===== config.mk =====
export PLATFORM = sky130hd
export DESIGN_NAME = md5_digest_stream
export DESIGN_NICKNAME = d
export VERILOG_FILES = /design/src/hdl/md5ds_pkg.sv /design/src/hdl/md5_digest_stream.sv
export SDC_FILE = /design/constraint.sdc
export NUM_CORES = 2
export LEC_CHECK = 0
export BUFFER_PORTS_ARGS = -buffer_cell sky130_fd_sc_hd__buf_2
export CAP_MARGIN = 20
export CORE_ASPECT_RATIO = 0.8
export CORE_UTILIZATION = 30
export DETAILED_ROUTE_END_ITERATION = 8
export SETUP_SLACK_MARGIN = 0.2
export SYNTH_ARGS = -nofsm -noshare
export SYNTH_HDL_FRONTEND = slang
export SYNTH_SLANG_ARGS = --single-unit

===== constraint.sdc =====
create_clock -name clock -period 12 [get_ports clock]
set_clock_uncertainty 0.1 [all_clocks]
set_input_delay 0 -clock clock [delete_from_list [all_inputs] [get_ports clock]]
set_output_delay 0 -clock clock [all_outputs]
set_load 0.005 [all_outputs]

===== src/hdl/md5ds_pkg.sv =====
// ----------------------------------------------------------------------------
// md5ds_pkg
// Types, constants and round functions of the MD5 stream digest.
// ----------------------------------------------------------------------------
package md5ds_pkg;

   typedef enum logic [1:0] {
      ST_IDLE,
      ST_PAD,
      ST_ROUND,
      ST_OUT
   } md5ds_state_type;

   localparam logic [31:0] INIT_A   = 32'h67452301;
   localparam logic [31:0] INIT_B   = 32'hefcdab89;
   localparam logic [31:0] INIT_C   = 32'h98badcfe;
   localparam logic [31:0] INIT_D   = 32'h10325476;
   localparam logic [7:0]  PAD_BYTE = 8'h80;
   localparam logic [5:0]  LEN_POS  = 6'd56;
   localparam logic [3:0]  LEN_LO_W = 4'd14;
   localparam logic [3:0]  LEN_HI_W = 4'd15;

   localparam logic [4:0] ROT_TABLE [16] = '{
      5'd7, 5'd12, 5'd17, 5'd22, 5'd5, 5'd9,  5'd14, 5'd20,
      5'd4, 5'd11, 5'd16, 5'd23, 5'd6, 5'd10, 5'd15, 5'd21
   };

   localparam logic [31:0] ROUND_K [64] = '{
      32'hd76aa478, 32'he8c7b756, 32'h242070db, 32'hc1bdceee,
      32'hf57c0faf, 32'h4787c62a, 32'ha8304613, 32'hfd469501,
      32'h698098d8, 32'h8b44f7af, 32'hffff5bb1, 32'h895cd7be,
      32'h6b901122, 32'hfd987193, 32'ha679438e, 32'h49b40821,
      32'hf61e2562, 32'hc040b340, 32'h265e5a51, 32'he9b6c7aa,
      32'hd62f105d, 32'h02441453, 32'hd8a1e681, 32'he7d3fbc8,
      32'h21e1cde6, 32'hc33707d6, 32'hf4d50d87, 32'h455a14ed,
      32'ha9e3e905, 32'hfcefa3f8, 32'h676f02d9, 32'h8d2a4c8a,
      32'hfffa3942, 32'h8771f681, 32'h6d9d6122, 32'hfde5380c,
      32'ha4beea44, 32'h4bdecfa9, 32'hf6bb4b60, 32'hbebfbc70,
      32'h289b7ec6, 32'heaa127fa, 32'hd4ef3085, 32'h04881d05,
      32'hd9d4d039, 32'he6db99e5, 32'h1fa27cf8, 32'hc4ac5665,
      32'hf4292244, 32'h432aff97, 32'hab9423a7, 32'hfc93a039,
      32'h655b59c3, 32'h8f0ccc92, 32'hffeff47d, 32'h85845dd1,
      32'h6fa87e4f, 32'hfe2ce6e0, 32'ha3014314, 32'h4e0811a1,
      32'hf7537e82, 32'hbd3af235, 32'h2ad7d2bb, 32'heb86d391
   };

   // message word used by a round
   function automatic logic [3:0] msg_index(input logic [5:0] rnd);
      logic [3:0] i;
      logic [3:0] g;
      i = rnd[3:0];
      case (rnd[5:4])
         2'd0:    g = i;
         2'd1:    g = 4'(i * 4'd5 + 4'd1);
         2'd2:    g = 4'(i * 4'd3 + 4'd5);
         default: g = 4'(i * 4'd7);
      endcase
      return g;
   endfunction

   function automatic logic [4:0] rot_amount(input logic [5:0] rnd);
      return ROT_TABLE[{rnd[5:4], rnd[1:0]}];
   endfunction

   function automatic logic [31:0] round_f(input logic [5:0]  rnd,
                                           input logic [31:0] b,
                                           input logic [31:0] c,
                                           input logic [31:0] d);
      logic [31:0] f;
      case (rnd[5:4])
         2'd0:    f = (b & c) | (~b & d);
         2'd1:    f = (d & b) | (~d & c);
         2'd2:    f = b ^ c ^ d;
         default: f = c ^ (b | ~d);
      endcase
      return f;
   endfunction

   function automatic logic [31:0] rotl32(input logic [31:0] v, input logic [4:0] n);
      logic [63:0] w;
      w = {v, v} << n;
      return w[63:32];
   endfunction

endpackage


===== src/hdl/md5_digest_stream.sv =====
// ----------------------------------------------------------------------------
// md5_digest_stream
// MD5 digest of a byte stream; one 128-bit digest per message.
// A byte is taken only while idle; the byte that completes a 64-byte block starts
// the 64 rounds, one round per cycle on the single block-word memory.
// Message end: padding words are written, rounds run on each padded block, then
// the digest goes to the output register. New bytes wait while the block is busy.
// Reset (synchronous): chaining words to the MD5 initial values, count to 0.
// ----------------------------------------------------------------------------
module md5_digest_stream
   import md5ds_pkg::*;
(
   input  logic         clock,
   input  logic         reset,
   input  logic         req_tvalid,
   output logic         req_tready,
   input  logic [7:0]   req_tdata,   // [7:0] data_byte
   input  logic         req_tlast,   // is_last
   input  logic         req_tuser,   // [0] no_byte
   output logic         rsp_tvalid,
   input  logic         rsp_tready,
   output logic [127:0] rsp_tdata    // [31:0] digest_a, [63:32] digest_b,
                                     // [95:64] digest_c, [127:96] digest_d
);

   md5ds_state_type state_ff, state_in;
   logic [60:0]  cnt_ff, cnt_in;
   logic [23:0]  pack_ff, pack_in;
   logic [3:0]   pad_w_ff, pad_w_in;
   logic         first_ff, first_in;
   logic         final_ff, final_in;
   logic         last_ff, last_in;
   logic         pad2_ff, pad2_in;
   logic [5:0]   round_ff, round_in;
   logic [31:0]  wa_ff, wa_in, wb_ff, wb_in, wc_ff, wc_in, wd_ff, wd_in;
   logic [31:0]  chain_a_ff, chain_a_in, chain_b_ff, chain_b_in;
   logic [31:0]  chain_c_ff, chain_c_in, chain_d_ff, chain_d_in;
   logic         rsp_valid_ff, rsp_valid_in;
   logic [127:0] rsp_data_ff, rsp_data_in;

   logic [31:0]  words_mem [16];
   logic [31:0]  rd_data_ff;
   logic [3:0]   rd_addr;
   logic         we;
   logic [3:0]   wr_addr;
   logic [31:0]  wr_data;

   logic         accept;
   logic         has_byte;
   logic [60:0]  cnt_next;
   logic [5:0]   pad_pos;
   logic [31:0]  pad_word;
   logic [31:0]  t_sum;
   logic [31:0]  new_b;

   always_comb begin
      unique case (cnt_ff[1:0])
         2'd0:    pad_word = {24'h0, PAD_BYTE};
         2'd1:    pad_word = {16'h0, PAD_BYTE, pack_ff[7:0]};
         2'd2:    pad_word = {8'h0, PAD_BYTE, pack_ff[15:0]};
         default: pad_word = {PAD_BYTE, pack_ff[23:0]};
      endcase
      if (!first_ff) begin
         if (final_ff && pad_w_ff == LEN_LO_W) begin
            pad_word = {cnt_ff[28:0], 3'b000};
         end else if (final_ff && pad_w_ff == LEN_HI_W) begin
            pad_word = cnt_ff[60:29];
         end else begin
            pad_word = '0;
         end
      end
   end

   always_comb begin
      t_sum = round_f(round_ff, wb_ff, wc_ff, wd_ff) + wa_ff + ROUND_K[round_ff] + rd_data_ff;
      new_b = wb_ff + rotl32(t_sum, rot_amount(round_ff));
   end

   always_comb begin
      state_in     = state_ff;
      cnt_in       = cnt_ff;
      pack_in      = pack_ff;
      pad_w_in     = pad_w_ff;
      first_in     = first_ff;
      final_in     = final_ff;
      last_in      = last_ff;
      pad2_in      = pad2_ff;
      round_in     = round_ff;
      wa_in        = wa_ff;
      wb_in        = wb_ff;
      wc_in        = wc_ff;
      wd_in        = wd_ff;
      chain_a_in   = chain_a_ff;
      chain_b_in   = chain_b_ff;
      chain_c_in   = chain_c_ff;
      chain_d_in   = chain_d_ff;
      rsp_data_in  = rsp_data_ff;
      rsp_valid_in = rsp_valid_ff && !rsp_tready;
      we           = 1'b0;
      wr_addr      = cnt_ff[5:2];
      wr_data      = {req_tdata, pack_ff};
      rd_addr      = '0;
      req_tready   = (state_ff == ST_IDLE);
      accept       = req_tvalid && req_tready;
      has_byte     = !req_tuser;
      cnt_next     = cnt_ff + 61'd1;
      pad_pos      = (state_ff == ST_IDLE && has_byte) ? cnt_next[5:0] : cnt_ff[5:0];

      unique case (state_ff)
         ST_IDLE: begin
            if (accept) begin
               if (has_byte) begin
                  cnt_in = cnt_next;
                  unique case (cnt_ff[1:0])
                     2'd0:    pack_in[7:0]   = req_tdata;
                     2'd1:    pack_in[15:8]  = req_tdata;
                     2'd2:    pack_in[23:16] = req_tdata;
                     default: we = 1'b1;
                  endcase
               end
               if (has_byte && cnt_ff[5:0] == 6'd63) begin
                  state_in = ST_ROUND;
                  round_in = '0;
                  wa_in    = chain_a_ff;
                  wb_in    = chain_b_ff;
                  wc_in    = chain_c_ff;
                  wd_in    = chain_d_ff;
                  last_in  = req_tlast;
                  final_in = 1'b0;
                  pad2_in  = 1'b0;
               end else if (req_tlast) begin
                  state_in = ST_PAD;
                  pad_w_in = pad_pos[5:2];
                  first_in = 1'b1;
                  final_in = (pad_pos < LEN_POS);
                  pad2_in  = (pad_pos >= LEN_POS);
                  last_in  = 1'b0;
               end
            end
         end
         ST_PAD: begin
            we       = 1'b1;
            wr_addr  = pad_w_ff;
            wr_data  = pad_word;
            first_in = 1'b0;
            pad_w_in = pad_w_ff + 4'd1;
            if (pad_w_ff == LEN_HI_W) begin
               state_in = ST_ROUND;
               round_in = '0;
               wa_in    = chain_a_ff;
               wb_in    = chain_b_ff;
               wc_in    = chain_c_ff;
               wd_in    = chain_d_ff;
            end
         end
         ST_ROUND: begin
            rd_addr  = msg_index(round_ff + 6'd1);
            round_in = round_ff + 6'd1;
            wa_in    = wd_ff;
            wb_in    = new_b;
            wc_in    = wb_ff;
            wd_in    = wc_ff;
            if (round_ff == 6'd63) begin
               chain_a_in = chain_a_ff + wd_ff;
               chain_b_in = chain_b_ff + new_b;
               chain_c_in = chain_c_ff + wb_ff;
               chain_d_in = chain_d_ff + wc_ff;
               if (final_ff) begin
                  state_in = ST_OUT;
               end else if (last_ff) begin
                  state_in = ST_PAD;
                  pad_w_in = pad_pos[5:2];
                  first_in = 1'b1;
                  final_in = (pad_pos < LEN_POS);
                  pad2_in  = (pad_pos >= LEN_POS);
                  last_in  = 1'b0;
               end else if (pad2_ff) begin
                  state_in = ST_PAD;
                  pad_w_in = '0;
                  first_in = 1'b0;
                  final_in = 1'b1;
                  pad2_in  = 1'b0;
               end else begin
                  state_in = ST_IDLE;
               end
            end
         end
         ST_OUT: begin
            if (!rsp_valid_ff || rsp_tready) begin
               rsp_data_in  = {chain_d_ff, chain_c_ff, chain_b_ff, chain_a_ff};
               rsp_valid_in = 1'b1;
               chain_a_in   = INIT_A;
               chain_b_in   = INIT_B;
               chain_c_in   = INIT_C;
               chain_d_in   = INIT_D;
               cnt_in       = '0;
               final_in     = 1'b0;
               state_in     = ST_IDLE;
            end
         end
         default: state_in = ST_IDLE;
      endcase
   end

   always_ff @(posedge clock) begin
      if (reset) begin
         state_ff     <= ST_IDLE;
         cnt_ff       <= '0;
         first_ff     <= 1'b0;
         final_ff     <= 1'b0;
         last_ff      <= 1'b0;
         pad2_ff      <= 1'b0;
         round_ff     <= '0;
         chain_a_ff   <= INIT_A;
         chain_b_ff   <= INIT_B;
         chain_c_ff   <= INIT_C;
         chain_d_ff   <= INIT_D;
         rsp_valid_ff <= 1'b0;
      end else begin
         state_ff     <= state_in;
         cnt_ff       <= cnt_in;
         first_ff     <= first_in;
         final_ff     <= final_in;
         last_ff      <= last_in;
         pad2_ff      <= pad2_in;
         round_ff     <= round_in;
         chain_a_ff   <= chain_a_in;
         chain_b_ff   <= chain_b_in;
         chain_c_ff   <= chain_c_in;
         chain_d_ff   <= chain_d_in;
         rsp_valid_ff <= rsp_valid_in;
      end
   end

   always_ff @(posedge clock) begin
      pack_ff     <= pack_in;
      pad_w_ff    <= pad_w_in;
      wa_ff       <= wa_in;
      wb_ff       <= wb_in;
      wc_ff       <= wc_in;
      wd_ff       <= wd_in;
      rsp_data_ff <= rsp_data_in;
   end

   // block words: one write, one registered read per cycle
   always_ff @(posedge clock) begin
      if (we) begin
         words_mem[wr_addr] <= wr_data;
      end
      rd_data_ff <= words_mem[rd_addr];
   end

   assign rsp_tvalid = rsp_valid_ff;
   assign rsp_tdata  = rsp_data_ff;

endmodule


# Word level (Yosys, flattened, before mapping)
# Memories as Yosys holds them, arrays and structs flattened. A register that Yosys moved wholly into a read port is not among the register bits.
# Cells that the tools add are included.
# word_totals
n_memories,3
output_inout_bits,130
ramBits,512
romBits,2128
elab_cells,221
reg_bits,486
# op_classes
shift,1
muxes,106
order_cmp,4
bitwise_logic,15
reduce_logical,31
mul,3
add_sub_neg,13
eq_ne,24
# mem_list
name,depth,width,read_ports,rd_ports_with_merged_regs,write_ports,line_no,text
(name not given),64,32,1,0,0,md5_digest_stream.sv:75,"t_sum = round_f(round_ff, wb_ff, wc_ff, wd_ff) + wa_ff + ROUND_K[round_ff] + rd_data_ff;"
words_mem,16,32,1,1,1,md5_digest_stream.sv:41,logic [31:0] words_mem [16];
(name not given),16,5,1,0,0,md5ds_pkg.sv:62,"return ROT_TABLE[{rnd[5:4], rnd[1:0]}];"
# op_table
op,count
2-to-1 mux 32 bit,26
one-hot mux 32 bit (3 select lines),6
adder 32 bit,8
one-hot mux 32 bit (2 select lines),4
2-to-1 mux 61 bit,3
AND 32 bit,4
one-hot mux 61 bit (2 select lines),1
OR 32 bit,3
bitwise XOR 32 bit,3
inverter 32 bit,2
<< shifter 64 x 5 -> 64 bit,1
"adder 61 x 1 -> 61 bit, second input constant",1
2-to-1 mux 4 bit,9
2-to-1 mux 1 bit,35
2-to-1 mux 6 bit,4
one-hot mux 4 bit (3 select lines),2
AND reduction 4 bit,5
one-hot mux 6 bit (3 select lines),1
AND reduction 5 bit,3
2-to-1 mux 2 bit,7
"== test 6 bit, second input constant",2
"!= test 2 bit, second input constant",6
"== test 2 bit, second input constant",5
2-to-1 mux 5 bit,2
30 further kinds,54

# Logic depth before layout (Yosys ltp)
# depth
ltp_word,12
depth_mapped,57
depth_no_buf,53

# Worst setup path before layout
# OpenSTA, ideal clock, no wires.
# synth_path
kind,register to register
start,register round_ff[4]
end,register chain_b_ff[31]
t_required_ps,11780
n_path_buf,7
arrival_time_ps,10357
setup_slack_ps,1424
setup_ps,120
stages_incl_launch_ff,54
path_cell_list,dfxtp_1 buf_2 buf_2 buf_1 clkbuf_1 clkbuf_1 clkbuf_1 buf_1 a21oi_1 o22ai_1 fa_1 fa_1 inv_1 ha_1 inv_1 fa_1 and2b_1 o31a_1 [... 18 more ...] a31oi_1 o21bai_1 a21oi_1 o21ai_0 xor2_1 ha_1 o21ai_0 nor2_1 and2_1 a211oi_1 a211oi_1 nor3_1 o41ai_1 a21oi_1 o21ai_0 nand2b_1 mux2i_1 nor4_2
# synth_via
elab_chain_len,11
word_cells_on_any_way,23
# synth_lines
element,line_no,text
from (decl),md5_digest_stream.sv:34,"logic [5:0] round_ff, round_in;"
from (signal assigned),md5_digest_stream.sv:226,round_ff <= round_in;
"parallel branches: the longest is 11 deep, another holds adder 32 bit",--,
to (signal assigned),md5_digest_stream.sv:228,chain_b_ff <= chain_b_in;
to (decl),md5_digest_stream.sv:36,"logic [31:0] chain_a_ff, chain_a_in, chain_b_ff, chain_b_in;"
# Several ways; the timed one is not identified. The select of a mux whose other input is x is not followed.
# A chain may end at the register's enable or synchronous reset.

# Worst setup path in the final report
# layout_path
start,register round_ff[2]
end,register chain_b_ff[31]
# layout_via
elab_chain_len,11
word_cells_on_any_way,14
# layout_lines
element,line_no,text
inverter 6 -> 7 bit (not written as such),md5_digest_stream.sv:75,
memory (64 x 32 bit),--,
2-to-1 mux 32 bit (not written as such) (2 in series),md5_digest_stream.sv:75,
adder 32 bit (2 in series),md5_digest_stream.sv:75,
<< shifter 64 x 5 -> 64 bit,md5ds_pkg.sv:81,"w = {v, v} << n;"
adder 32 bit,md5_digest_stream.sv:76,"new_b = wb_ff + rotl32(t_sum, rot_amount(round_ff));"
adder 32 bit,md5_digest_stream.sv:165,chain_b_in = chain_b_ff + new_b;
2-to-1 mux 32 bit,md5_digest_stream.sv:163,if (round_ff == 6'd63) begin
one-hot mux 32 bit (2 select lines),md5_digest_stream.sv:109,unique case (state_ff)
# Parallel ways exist; a longest one is shown, timed or not. The select of a mux whose other input is x is not followed.

==> flow_summary.ini <==
[worst_hold_path]
hold-path-cell-count = 3
hold_class = input pin to register

[synth]
syn_nets = 5357
synth-seq-cells = 1030
ys_types = 86
synth_area_per_cell_um2 = 11.3
synth_common_cells = edfxtp_1, nand2_1, nor2_1
ys.flop_type = edfxtp_1
synth_area_um2 = 57100
yosysTopAreaCell = edfxtp_1
synthTopCellsByArea = edfxtp_1, dfxtp_1, mux4_2
synth.top_cell.area_share_pct = 41.9
synth_edf_count = 796
ys_seq_area_share_pct = 50.1
synthArstFlopShare_pct = 0
yosysMostFrequentCell = edfxtp_1
yosys_warnings = 0
synthCells = 5034

[setup_path]
critPathCaptureType = register
path_class = register to register
slowest_stage = ha_1
cp.arrival_ns = 11.57
startpoint_type = register
path_depth = 50
required_ns = 12.56
rr_worst_depth = 50
cpPeakStageDelay_ns = 0.55
crit_buf_inv = 7
path_delay_family = compound AO/OA/AOI/OAI gates
crit_fanout = 100

[die]
ios = 144
die_x_um = 490
core_um2 = 188000
initial_core_util_pct = 30.3
rows = 142
die_h_um = 392
dieArea_um2 = 192000

[placed_design]
dpl.cell_count = 7700
place.gp.congestion = 0.937
placed_cell_area_um2 = 62300
dp_slack_ns = 0.849
dp_hpwl_mm = 132
port-buffer-count = 143

[finish]
fill_cells = 18400
area_delta_synth_final_pct = 16.2
final_nets = 5649
finalNonFillerCells = 7936
drive_gt1_share_pct = 17.5
design_area_um2 = 66300

[clock_network]
clkSinkCount = 1030
clk_pin_slew_worst_paths_ns = 0.07
cts_max_level = 3
cts_tree = yes
cts_root_buffer = clkbuf_16
cts_buffers = 106
clkLatencyLatePin_ns = 0.78
clockBufferDepth = 3

[routing]
wl_mm = 189
vias = 42800
drc = 0
first_iter_violations = 4304
firstDrtPassIters = 6
wl_per_cell_um = 23.8
postRouteAntennaNets = 0
viasPerCell = 5.39

[sta]
slew_viol_final = 0
max-slew-margin-rel_pct = 27.5
hold_viol = 0
worstMarginPinSlew_ns = 1.08
period_minus_slack_ns = 11.01
setup_violations = 0
rsz0062_at_grt = no
setup_slack_ns = 0.990
timing.final.crit_share_pct = 91.8
fmaxAchievable_mhz = 90.8
fin_setup_tns_ns = 0

[global_routing]
antenna_found_initial = 7
track_usage_pct = 19.2
grt_max_degree = 101
grt_pass1_wl_mm = 275
overflow = 0
grt_pass1_vias = 40400

[flow_run]
cap_violations = 0

[outcome]
status = completed
[worst paths after layout]
kind	from	endpoint	slack, ns
max reg2reg	round_ff[2]$_SDFFE_PP0P_	chain_b_ff[31]$_SDFFE_PP1P_	0.99
min	req_tdata[3]	words_mem[15][27]$_DFFE_PP_	0.09
max	round_ff[2]$_SDFFE_PP0P_	chain_b_ff[31]$_SDFFE_PP1P_	0.99
min reg2reg	chain_c_ff[25]$_SDFFE_PP0P_	rsp_tdata[89]$_DFFE_PP_	0.39
[layout by cell type, fill, tap and decap left out, types with 56 or more instances in the layout]
master,n
buf_2,142
dfxtp_1,230
a21oi_1,340
a22oi_1,60
xnor2_1,126
mux4_2,137
clkbuf_16,106
mux2i_1,107
nand3_1,113
ha_1,232
nand2_1,350
nor2b_1,61
nand2b_1,56
o21ai_0,270
buf_4,262
mux2_2,144
xor2_1,128
nor2_1,330
edfxtp_1,796
nor3_1,156
a21o_1,60
o22ai_1,82
inv_1,241
fa_1,71
a211oi_1,81
[sequential cells by signal, summed over array words and instances (netlist names)]
name        count
rsp_tvalid      1
rsp_tdata     128
pad2_ff         1
wc_ff          32
state_ff        2
pack_ff        24
chain_c_ff     32
pad_w_ff        4
wa_ff          32
words_mem     512
wb_ff          32
wd_ff          32
round_ff        6
chain_d_ff     32
last_ff         1
chain_a_ff     32
cnt_ff         61
final_ff        1
chain_b_ff     32
first_ff        1
rd_data_ff     32
[final cells by class]
type / count / area, um2 / share of cell area, %
antenna: 1 / 2.50 / 0.00377
sequential: 1030 / 28600 / 43.1
clock inverter: 69 / 776 / 1.17
timing repair buffer: 446 / 3190 / 4.82
multi-input combinational: 3495 / 26900 / 40.5
clock buffer: 128 / 2780 / 4.19
inverter: 247 / 940 / 1.42
tap: 2520 / 3150 / 4.76
[metal layers]
layer | share of wire [%] | GRT usage [%] | vias up
met2 | 44 | 29.3 | 1606
met4 | 2.8 | 5.59 | 2
met5 | 0.0069 | 0 | -
li1 | - | - | 19500
met3 | 7.2 | 3.16 | 213
met1 | 46 | 27.8 | 21400
[kinds of logic after synthesis]
| family | share of synthesized area, % |
|---|---|
| buffers and inverters | 3.40 |
| xor gates and xnor gates | 3.97 |
| AOI/OAI and AO/OA | 13.7 |
| adders and majority gates | 7.71 |
| DFF | 50.1 |
| and+or+nand+nor | 11.0 |
| muxes | 10.1 |
[worst min-delay path: cells and delay by family]
family | cells | cell delay [ns]
AO/OA/AOI/OAI | 1 | 0.16
buffers and inverters | 2 | 0.69
[stage by stage]
| step | hold slack [ns] | utilization [%] |
|---|---|---|
| 2_1_floorplan | -0.00113 | - |
| 3_3_place_gp | 0.163 | 33.1 |
| 3_5_place_dp | 0.165 | 33.1 |
| 4_1_cts | 0.204 | 35.2 |
| 5_1_grt | 0.0865 | 35.2 |
| 6_report | 0.0911 | 35.2 |
[timing repair]
| action | in CTS | in global routing |
|---|---|---|
| setup buffers | 0 | 3 |
| setup endpoints to repair | 0 | 8 |
| hold endpoints to repair | 269 | 0 |
| resized for setup | 0 | 26 |
| hold buffers | 29 | 0 |
Power is left out: the tool's default activity adds up to more than one toggle a clock period on the data nets, which glitch-free logic cannot reach.
